## config.mk

```make
export PLATFORM = sky130hd
export DESIGN_NAME = hill_cipher_block_encrypt
export DESIGN_NICKNAME = d
export VERILOG_FILES = /design/src/design/hcb_pkg.sv /design/src/design/hill_cipher_block_encrypt.sv /design/src/design/hcb_cell.sv /design/src/design/hcb_launch.sv
export VERILOG_INCLUDE_DIRS = /design/src /design/src/design
export SDC_FILE = /design/constraint.sdc
export NUM_CORES = 1
export LEC_CHECK = 0
export BUFFER_PORTS_ARGS = -buffer_cell sky130_fd_sc_hd__buf_2
export CORE_AREA = 4 4 197 199
export DETAILED_ROUTE_END_ITERATION = 12
export DIE_AREA = 0 0 201 203
export PLACE_DENSITY = 0.73
export SLEW_MARGIN = 5
export SYNTH_ARGS = -nofsm -noshare
export SYNTH_HDL_FRONTEND = slang
export SYNTH_SLANG_ARGS = --single-unit
```

## constraint.sdc

```tcl
create_clock -name aclk -period 10.29 [get_ports aclk]
set_clock_uncertainty 0.15 [all_clocks]
set_input_delay 2.5725 -clock aclk [delete_from_list [all_inputs] [get_ports aclk]]
set_output_delay 2.5725 -clock aclk [all_outputs]
set_load 0.02 [all_outputs]
```

## src/design/assert_macros.svh

```systemverilog
// Assertion macros shared by the Hill cipher encryptor modules.
// They expect aclk and the active-low aresetn in the scope of use.
`ifndef ASSERT_MACROS_SVH
`define ASSERT_MACROS_SVH

// same-cycle implication
`define HCB_ASSERT_NOW(lbl, ante, cons) \
    lbl: assert property (@(posedge aclk) disable iff (!aresetn) (ante) |-> (cons)) \
        else $error("hill cipher check failed");

// next-cycle implication
`define HCB_ASSERT_NEXT(lbl, ante, cons) \
    lbl: assert property (@(posedge aclk) disable iff (!aresetn) (ante) |=> (cons)) \
        else $error("hill cipher check failed");

`endif

```

## src/design/hcb_pkg.sv

```systemverilog
// Types, constants and the modulo-26 reduction for the Hill cipher encryptor.
// No dependencies.
package hcb_pkg;

    localparam int SYM_W    = 5;
    localparam int KEY_COLS = 4;
    localparam int ROW_W    = 2;
    localparam int CNT_W    = 3;
    localparam int KEY_W    = SYM_W * KEY_COLS;
    localparam int SUM_W    = 10;
    localparam int CFG_W    = 3;

    localparam logic [SYM_W-1:0] MODULUS    = 5'd26;
    localparam logic [SYM_W-1:0] PAD_SYMBOL = 5'd23;

    localparam logic [CFG_W-1:0] CFG_BLOCK_SIZE = 3'd0;
    localparam logic [CFG_W-1:0] CFG_KEY_ROW_A  = 3'd1;
    localparam logic [CFG_W-1:0] CFG_KEY_ROW_B  = 3'd2;
    localparam logic [CFG_W-1:0] CFG_KEY_ROW_C  = 3'd3;
    localparam logic [CFG_W-1:0] CFG_KEY_ROW_D  = 3'd4;

    localparam logic [CNT_W-1:0] BLOCK_SIZE_RESET = 3'd2;

    typedef logic [SYM_W-1:0] sym_t;
    typedef logic [KEY_COLS-1:0][KEY_W-1:0] key_rows_t;

    // identity key
    localparam key_rows_t KEY_RESET = {20'd32768, 20'd1024, 20'd32, 20'd1};

    // one row of a block on its way down the chain
    typedef struct packed {
        logic                 valid;
        logic [ROW_W-1:0]     row;
        logic [CNT_W-1:0]     size;
        logic                 block_end;
        logic                 message_end;
        sym_t                 acc;
        sym_t [KEY_COLS-1:0]  vec;
    } hcb_pkt_t;

    // x mod 26 for x below 1024: reciprocal estimate 157/4096 runs low by at
    // most one, so a single compare and subtract finishes it
    function automatic sym_t mod26(input logic [SUM_W-1:0] x);
        logic [SUM_W+7:0] prod;
        logic [5:0]       q;
        logic [SUM_W-1:0] r;
        prod = {8'b0, x} * 18'd157;
        q    = prod[SUM_W+7:12];
        r    = x - ({4'b0, q} * 10'd26);
        if (r >= {5'b0, MODULUS}) begin
            r = r - {5'b0, MODULUS};
        end
        return r[SYM_W-1:0];
    endfunction

endpackage

```

## src/design/hill_cipher_block_encrypt.sv

```systemverilog
// Hill cipher encryptor: one symbol word in and one cipher word out per cycle when not stalled.
// The first cipher word of a block shows on m_ once its row has passed the launcher
// and every cell register; rows then follow every cycle unless m_ready stalls them.
// A word that completes a block waits while the rows of the previous block are
// still being issued (when it ends a message early or the block size was lowered)
// or while m_ready holds the chain. aresetn (synchronous) empties the chain, clears
// the fill count, block size 2, identity key.
module hill_cipher_block_encrypt
    import hcb_pkg::*;
#(
    parameter int MAX_BLOCK = 4
) (
    input  logic             aclk,
    input  logic             aresetn,
    input  logic             s_valid,
    output logic             s_ready,
    input  sym_t             s_symbol,
    input  logic             s_message_last,
    output logic             m_valid,
    input  logic             m_ready,
    output sym_t             m_cipher_symbol,
    output logic             m_block_end,
    output logic             m_message_end,
    input  logic             cfg_valid,
    output logic             cfg_ready,
    input  logic [CFG_W-1:0] cfg_index,
    input  logic [KEY_W-1:0] cfg_data
);

    logic [CNT_W-1:0] block_size_reg;
    key_rows_t        key_rows_reg;
    hcb_pkt_t         chain [MAX_BLOCK+1];
    logic             advance;

    assign cfg_ready = 1'b1;

    always_ff @(posedge aclk) begin
        if (!aresetn) begin
            block_size_reg <= BLOCK_SIZE_RESET;
            key_rows_reg   <= KEY_RESET;
        end else if (cfg_valid) begin
            case (cfg_index)
                CFG_BLOCK_SIZE: block_size_reg  <= cfg_data[CNT_W-1:0];
                CFG_KEY_ROW_A:  key_rows_reg[0] <= cfg_data;
                CFG_KEY_ROW_B:  key_rows_reg[1] <= cfg_data;
                CFG_KEY_ROW_C:  key_rows_reg[2] <= cfg_data;
                CFG_KEY_ROW_D:  key_rows_reg[3] <= cfg_data;
                default: begin
                end
            endcase
        end
    end

    // whole chain moves together; hold it while the output word waits
    assign advance = m_ready || !chain[MAX_BLOCK].valid;

    hcb_launch #(
        .MAX_BLOCK (MAX_BLOCK)
    ) u_launch (
        .aclk           (aclk),
        .aresetn        (aresetn),
        .advance        (advance),
        .block_size     (block_size_reg),
        .s_valid        (s_valid),
        .s_ready        (s_ready),
        .s_symbol       (s_symbol),
        .s_message_last (s_message_last),
        .pkt_out        (chain[0])
    );

    for (genvar g = 0; g < MAX_BLOCK; g++) begin : g_cell
        hcb_cell #(
            .COL (g)
        ) u_cell (
            .aclk     (aclk),
            .aresetn  (aresetn),
            .advance  (advance),
            .key_rows (key_rows_reg),
            .pkt_in   (chain[g]),
            .pkt_out  (chain[g+1])
        );
    end

    assign m_valid         = chain[MAX_BLOCK].valid;
    assign m_cipher_symbol = chain[MAX_BLOCK].acc;
    assign m_block_end     = chain[MAX_BLOCK].block_end;
    assign m_message_end   = chain[MAX_BLOCK].message_end;

`include "assert_macros.svh"

    `HCB_ASSERT_NEXT(a_rows_back_to_back, m_valid && m_ready && !m_block_end, m_valid)
    `HCB_ASSERT_NOW(a_msg_end_on_block_end, m_valid && m_message_end, m_block_end)

endmodule

```

## src/design/hcb_cell.sv

```systemverilog
// One column cell of the Hill cipher chain: if COL is below the block size, adds
// key[row][COL] * symbol[COL] to the running sum and reduces modulo 26; hands the row on. Uses hcb_pkg.
module hcb_cell
    import hcb_pkg::*;
#(
    parameter int COL = 0
) (
    input  logic      aclk,
    input  logic      aresetn,
    input  logic      advance,
    input  key_rows_t key_rows,
    input  hcb_pkt_t  pkt_in,
    output hcb_pkt_t  pkt_out
);

    sym_t             key_ent;
    logic [SUM_W-1:0] sum;
    hcb_pkt_t         pkt_reg;
    hcb_pkt_t         pkt_next;

    // unreduced key entry is fine: the sum is reduced anyway
    assign key_ent = key_rows[pkt_in.row][SYM_W*COL +: SYM_W];
    assign sum     = {5'b0, pkt_in.acc} + ({5'b0, key_ent} * {5'b0, pkt_in.vec[COL]});

    always_comb begin
        pkt_next = pkt_in;
        if (CNT_W'(COL) < pkt_in.size) begin
            pkt_next.acc = mod26(sum);
        end
    end

    always_ff @(posedge aclk) begin
        if (!aresetn) begin
            pkt_reg.valid <= 1'b0;
        end else if (advance) begin
            pkt_reg <= pkt_next;
        end
    end

    assign pkt_out = pkt_reg;

endmodule

```

## src/design/hcb_launch.sv

```systemverilog
// Symbol collector and row launcher: gathers a block, pads it on message end
// and feeds its rows into the cell chain one per cycle when advance is high. Uses hcb_pkg.
module hcb_launch
    import hcb_pkg::*;
#(
    parameter int MAX_BLOCK = 4
) (
    input  logic             aclk,
    input  logic             aresetn,
    input  logic             advance,
    input  logic [CNT_W-1:0] block_size,
    input  logic             s_valid,
    output logic             s_ready,
    input  sym_t             s_symbol,
    input  logic             s_message_last,
    output hcb_pkt_t         pkt_out
);

    sym_t                hold_reg [MAX_BLOCK];
    logic [CNT_W-1:0]    fill_reg;
    logic                busy_reg;
    logic [ROW_W-1:0]    row_reg;
    logic [CNT_W-1:0]    size_reg;
    logic                last_reg;
    sym_t [KEY_COLS-1:0] vec_reg;

    sym_t [KEY_COLS-1:0] vec_next;
    logic [CNT_W-1:0]    eff_size;
    logic [CNT_W-1:0]    fill_inc;
    logic                complete;
    logic                last_row;
    logic                accept;

    always_comb begin
        if (block_size == '0) begin
            eff_size = CNT_W'(1);
        end else if (block_size > CNT_W'(MAX_BLOCK)) begin
            eff_size = CNT_W'(MAX_BLOCK);
        end else begin
            eff_size = block_size;
        end
    end

    assign fill_inc = fill_reg + CNT_W'(1);
    assign complete = (fill_inc >= eff_size) || s_message_last;
    assign last_row = ({1'b0, row_reg} == (size_reg - CNT_W'(1)));
    // hold a word that completes a block until the launcher frees up in this cycle
    assign s_ready  = !busy_reg || (advance && last_row) || !complete;
    assign accept   = s_valid && s_ready;

    // held symbols, then the incoming word, then padding
    always_comb begin
        for (int c = 0; c < KEY_COLS; c++) begin
            vec_next[c] = PAD_SYMBOL;
        end
        for (int c = 0; c < MAX_BLOCK; c++) begin
            if (CNT_W'(c) < fill_reg) begin
                vec_next[c] = hold_reg[c];
            end else if (CNT_W'(c) == fill_reg) begin
                vec_next[c] = s_symbol;
            end
        end
    end

    always_ff @(posedge aclk) begin
        for (int c = 0; c < MAX_BLOCK; c++) begin
            if (accept && fill_reg == CNT_W'(c)) begin
                hold_reg[c] <= s_symbol;
            end
        end
    end

    always_ff @(posedge aclk) begin
        if (!aresetn) begin
            fill_reg <= '0;
            busy_reg <= 1'b0;
            row_reg  <= '0;
        end else begin
            if (accept) begin
                fill_reg <= complete ? '0 : fill_inc;
            end
            if (accept && complete) begin
                busy_reg <= 1'b1;
                row_reg  <= '0;
            end else if (busy_reg && advance) begin
                row_reg <= row_reg + ROW_W'(1);
                if (last_row) begin
                    busy_reg <= 1'b0;
                end
            end
        end
    end

    always_ff @(posedge aclk) begin
        if (accept && complete) begin
            size_reg <= eff_size;
            last_reg <= s_message_last;
            vec_reg  <= vec_next;
        end
    end

    always_comb begin
        pkt_out.valid       = busy_reg;
        pkt_out.row         = row_reg;
        pkt_out.size        = size_reg;
        pkt_out.block_end   = last_row;
        pkt_out.message_end = last_row && last_reg;
        pkt_out.acc         = '0;
        pkt_out.vec         = vec_reg;
    end

`include "assert_macros.svh"

    `HCB_ASSERT_NEXT(a_load_starts_row0, accept && complete, busy_reg && row_reg == '0)
    `HCB_ASSERT_NEXT(a_load_clears_fill, accept && complete, fill_reg == '0)

endmodule
```

After elaboration in Yosys (flattened, before gate mapping). Memories as Yosys holds them, arrays and structs flattened. A register that Yosys moved wholly into a read port is not among the register bits. Index checks and enable logic that the tools add are counted.

Bitwise operators: 1. Equality and inequality tests: 11. $lt $le $gt $ge: 17. $mul: 12. Add/sub/neg operators: 14. Reduce and logical (&&, ||, !) cells: 32. Multiplexer cells: 44.

Operators with widths (count): $bmux W20 S2 (4); $mux W5 (17); $mul A10 B8 Y18 const B (4); $ge A10 B5 Y1 const B (4); $mul A5 B5 Y10 (4); $sub A10 B10 Y10 (4); $mul A6 B4 Y9 const B (4); $add A5 B10 Y10 (3); $mux W20 (1); $sub A5 B5 Y5 const B (4); $mux W15 (1); $reduce_or A5 Y1 (3); $mux W1 (14); $reduce_and A2 Y1 (7); $eq A3 B2 Y1 const B (4); $lt A2 B3 Y1 const A (4); $lt A2 B3 Y1 const B (4); $mux W10 (1); $logic_and A1 B1 Y1 (9); $logic_not A3 Y1 (3); $lt A1 B3 Y1 const A (3); $mux W3 (3); $eq A2 B3 Y1 const A (2); $eq A3 B1 Y1 const B (2); other kinds (14) (22).

Memories kept: 1. Flip-flop bits (word level): 185. Bits in writable memories: 20.

Memory list: u_launch.hold_reg (words 4, bits a word 5, read ports 4, clocked after memory_dff 1, wr ports 1, RTL line hcb_launch.sv:19) `sym_t hold_reg [MAX_BLOCK];`.

Logic depth before layout (Yosys ltp).
Word-level depth: 15. Mapped depth: 46. Depth with buffers taken out: 44.

Hierarchy. Synthesis repeated with hierarchy kept, for this count alone.

Cells, all modules: 2107. Area, all modules: 22232.6 sq um.

Modules (own cells, without submodules): hcb_cell (g_cell[1].u_cell) (area an instance 4337.9 sq um, instances 1, cells an instance 426, sequential area each 980.9 sq um); hcb_cell (g_cell[0].u_cell) (area an instance 4196.5 sq um, instances 1, cells an instance 407, sequential area each 980.9 sq um); hcb_cell (g_cell[3].u_cell) (area an instance 4196.5 sq um, instances 1, cells an instance 402, sequential area each 980.9 sq um); hcb_cell (g_cell[2].u_cell) (area an instance 4191.5 sq um, instances 1, cells an instance 398, sequential area each 980.9 sq um); hill_cipher_block_encrypt (area an instance 3136.8 sq um, instances 1, cells an instance 302, sequential area each 1661.6 sq um); hcb_launch (area an instance 2173.3 sq um, instances 1, cells an instance 172, sequential area each 1391.3 sq um).

Least setup slack after synthesis. OpenSTA, ideal clock, no wires.

Path kind: reg2reg. From: reg g_cell[1].u_cell.pkt_reg, in the netlist g_cell[1].u_cell.pkt_out[30]. To: reg g_cell[2].u_cell.pkt_reg, in the netlist g_cell[2].u_cell.pkt_out[21], data pin. Data required time: 9988 ps. Buffers on the path: 1. Arrival: 10855 ps. Slack: -867 ps. Setup time: 152 ps. Cell stages (with the launch flop): 45. Path through: edfxtp_1 clkbuf_1 mux4_2 nand2_1 fa_1 fa_1 fa_1 inv_1 ha_1 nor2b_1 o21ai_0 a21oi_1 o21a_1 nor2_1 xnor2_1 fa_1 ha_1 fa_1 (+9 left out) o21a_1 nor2_1 ha_1 inv_1 fa_1 inv_1 ha_1 a21o_1 a21oi_1 xor2_1 ha_1 or2_2 a21oi_1 a21oi_1 xnor3_2 xnor2_2 or3_1 a31oi_1.

RTL lines: start: declaration (RTL line hcb_cell.sv:18) `hcb_pkt_t pkt_reg;`; start signal: assignment (RTL line hcb_cell.sv:36) `pkt_reg <= pkt_next;`; end signal: assignment (RTL line hcb_cell.sv:36); end: declaration (RTL line hcb_cell.sv:18).

==> run_results.csv <==
group,metric,value,unit
clocking,path_clk_slew,0.06,ns
setup_path,crit_path_start_kind,"register",
floorplan,chipWidth,201,um
finish,largest_register_ffs,80,
logic_synthesis,synthesis.nets,2606,
clocking,clkSinkCount,208,
timing,holdWs,0.259,ns
logic_synthesis,synth_top_area_share,20.7,%
setup_path,crit_required,10.49,ns
clocking,numCtsBuffers,21,
drt,drt-total-wl,46500,um
outcome,outcome,"complete, but fails checks",
logic_synthesis,ys_seq_elements,208,
logic_synthesis,netlist_instances,2098,
floorplan,core,37200,um2
global_route,grt_pass1_wl,76100,um
setup_path,regToRegStartpoint,"g_cell[2].u_cell.pkt_out[30]$_DFFE_PP_",
clocking,cts_tree,"yes",
clocking,clockBufferDepth,3,
finish,drive_above_1_share,26.3,%
drt,drcViolationCount,0,
placement,post-place-ws,-0.611,ns
finish,area_delta_synth_final,24.0,%
floorplan,floorplan.rows,71,
floorplan,io_pins,44,
hold_path,min_to,"g_cell[1].u_cell.pkt_out[12]$_DFFE_PP_",
setup_path,cp_max_fo,7,
floorplan,initial_utilization,54.1,%
finish,nets,2860,
drt,avgRoutedWirePerCell,16.4,um
finish,instances_no_fill,2842,
clocking,hold_buffers,0,
setup_path,r2r_setup_slack,-0.45,ns
timing,fmax,0.0931,GHz
floorplan,die_area,40800,um2
logic_synthesis,synth_top_area_cell,"ha_1",
setup_path,path_class,"register to register",
logic_synthesis,synth_ff_type,"edfxtp_1",
logic_synthesis,async_flop_share,0,%
logic_synthesis,yosysWarnings,0,
timing,post-route-period-util,104,%
logic_synthesis,syn_area,20100,um2
hold_path,hold_depth,0,
drt,vias,15400,
global_route,antenna_found_initial,3,
setup_path,critPathTopFamily,"adder cells",
clocking,clkLatencyLatePin,0.50,ns
global_route,grt_util_all_layers,21.9,%
placement,dp.cells,2737,
logic_synthesis,seq_area_frac_synth,26.2,%
timing,post-route-min-period,10.74,ns
timing,slew_headroom,20.0,%
timing,hold_viol,0,
job,max_cap_viol_count,0,
placement,io_buffers,42,
logic_synthesis,synth.distinct_cells,73,
outcome,violations,"negative setup slack",
drt,antenna_left,0,
setup_path,crit_buf_inv,10,
clocking,cts_root_buf,"clkbuf_16",
drt,via_per_inst,5.43,
hold_path,min_path_type,"register to register",
timing,grt_setup_unrepaired,"yes",
timing,tightest_slew,1.20,ns
setup_path,critPathSlowestCell,"fa_1",
setup_path,cp_slowest_stage_delay,0.58,ns
placement,hpwl,34800,um
drt,drt-initial-drc-count,607,
setup_path,critPathLaunch,"g_cell[2].u_cell.pkt_out[30]$_DFFE_PP_",
timing,slew_viol_final,0,
logic_synthesis,syn_avg_cell_area,9.60,um2
setup_path,path_common_cell,"fa_1",
timing,setup_viol,15,
drt,dr.pass1.iters,5,
setup_path,timing.rr.end,"g_cell[3].u_cell.pkt_out[21]$_DFFE_PP_",
global_route,grt_max_degree,93,
setup_path,ff2ff_path_depth,45,
logic_synthesis,synth_edf_count,110,
logic_synthesis,synthTopCellsByArea,"ha_1, edfxtp_1, fa_1",
hold_path,hold_start,"g_cell[0].u_cell.pkt_out[12]$_DFFE_PP_",
global_route,overflow,0,
global_route,grt_pass1_vias,16200,
placement,place.gp.congestion,0.876,
setup_path,critPathArrivalTime,10.93,ns
clocking,cts_max_level,1,
setup_path,crit_path_end_kind,"register",
timing,worst_slack,-0.448,ns
floorplan,die_h,203,um
==> worst reg2reg max path: cells and delay by family (launching register included) <==
kind	cells	cell delay, ns
DFF	1	0.41
AOI/OAI and AO/OA	9	1.80
buffers and inverters	10	0.81
xor gates and xnor gates	3	0.58
adders and majority gates	13	5.03
and+or+nand+nor	8	1.30
muxes	2	0.53
==> how the worst max path moves through the flow <==
stage                                             endpoint  slack [ns]  cells past startpoint
floorplan           g_cell[2].u_cell.pkt_out[21]$_DFFE_PP_       -0.05                     44
global placement    g_cell[2].u_cell.pkt_out[24]$_DFFE_PP_       -0.40                     42
detailed placement  g_cell[2].u_cell.pkt_out[21]$_DFFE_PP_       -0.61                     40
CTS                 g_cell[3].u_cell.pkt_out[21]$_DFFE_PP_       -0.28                     44
global route        g_cell[3].u_cell.pkt_out[21]$_DFFE_PP_       -0.83                     47
finish              g_cell[3].u_cell.pkt_out[21]$_DFFE_PP_       -0.45                     45
==> cell usage in the layout (no fill, tap or decap), types with 33 or more instances in the layout <==
cell / n
a21oi_1: 45
ha_4: 46
fa_1: 131
inv_2: 33
dfxtp_1: 97
and2_1: 63
o21ai_0: 33
ha_1: 278
inv_1: 339
nand2_1: 230
buf_4: 208
a21boi_0: 80
edfxtp_1: 110
buf_2: 42
nor2_1: 56
==> synthesized netlist by cell type (all sizes together) (31+ instances only) <==
library cell,n
inv,372
ha,333
nand2,247
fa,141
edfxtp,110
dfxtp,98
a21boi,82
nor2,75
a21oi,70
and2,65
o21ai,49
xnor2,47
xor2,40
clkbuf,38
a21o,31
nand3,31
==> logic make-up (layout without fill, tap and decap cells) <==
kind of cell             count (synthesis)  in the layout  synth area share (%)
AO/OA/AOI/OAI                          335            335                  11.4
XOR/XNOR                                91             91                  4.31
other                                    1              2                0.0186
flip-flops                             208            208                  26.2
adder cells (fa/ha/maj)                474            474                  34.7
multiplexers                            36             36                  3.07
buffers and inverters                  421            690                  8.01
AND/OR/NAND/NOR                        532            532                  12.3
==> stage by stage <==
stage	util, %	setup TNS [ns]	instance area (um2)
after CTS	64.9	-1.04	24200
after global routing	67.0	-8.58	25000
after global placement	60.2	-3.82	22400
after floorplan	-	-0.0524	20500
final	67.0	-2.11	25000
after detailed placement	60.2	-7.21	22400
==> what timing repair did <==
item	in CTS	in global routing
setup endpoints to repair	16	16
resized for setup	139	128
buffers inserted	44	25
pin swaps	203	120
==> metal layers <==
layer	track usage [%]	vias to the layer above	routed length [um]
met2	40.5	290	24400
li1	-	7515	-
met4	4.99	2	927
met3	2.11	70	1510
met5	0	-	13
met1	27.9	7543	19700
==> cell type report <==
type	count	area, um2
diodes	1	2.50
clock buffers	31	614
clock inverters	7	92.6
fillers	2689	12300
inverters	373	1400
multi-input cells	1469	14900
flip-flops and latches	208	5270
well taps	474	593
repair buffers	279	2120
Power is not shown: default switching activity piles up to over one toggle a cycle in this logic, so the estimate is an artifact.
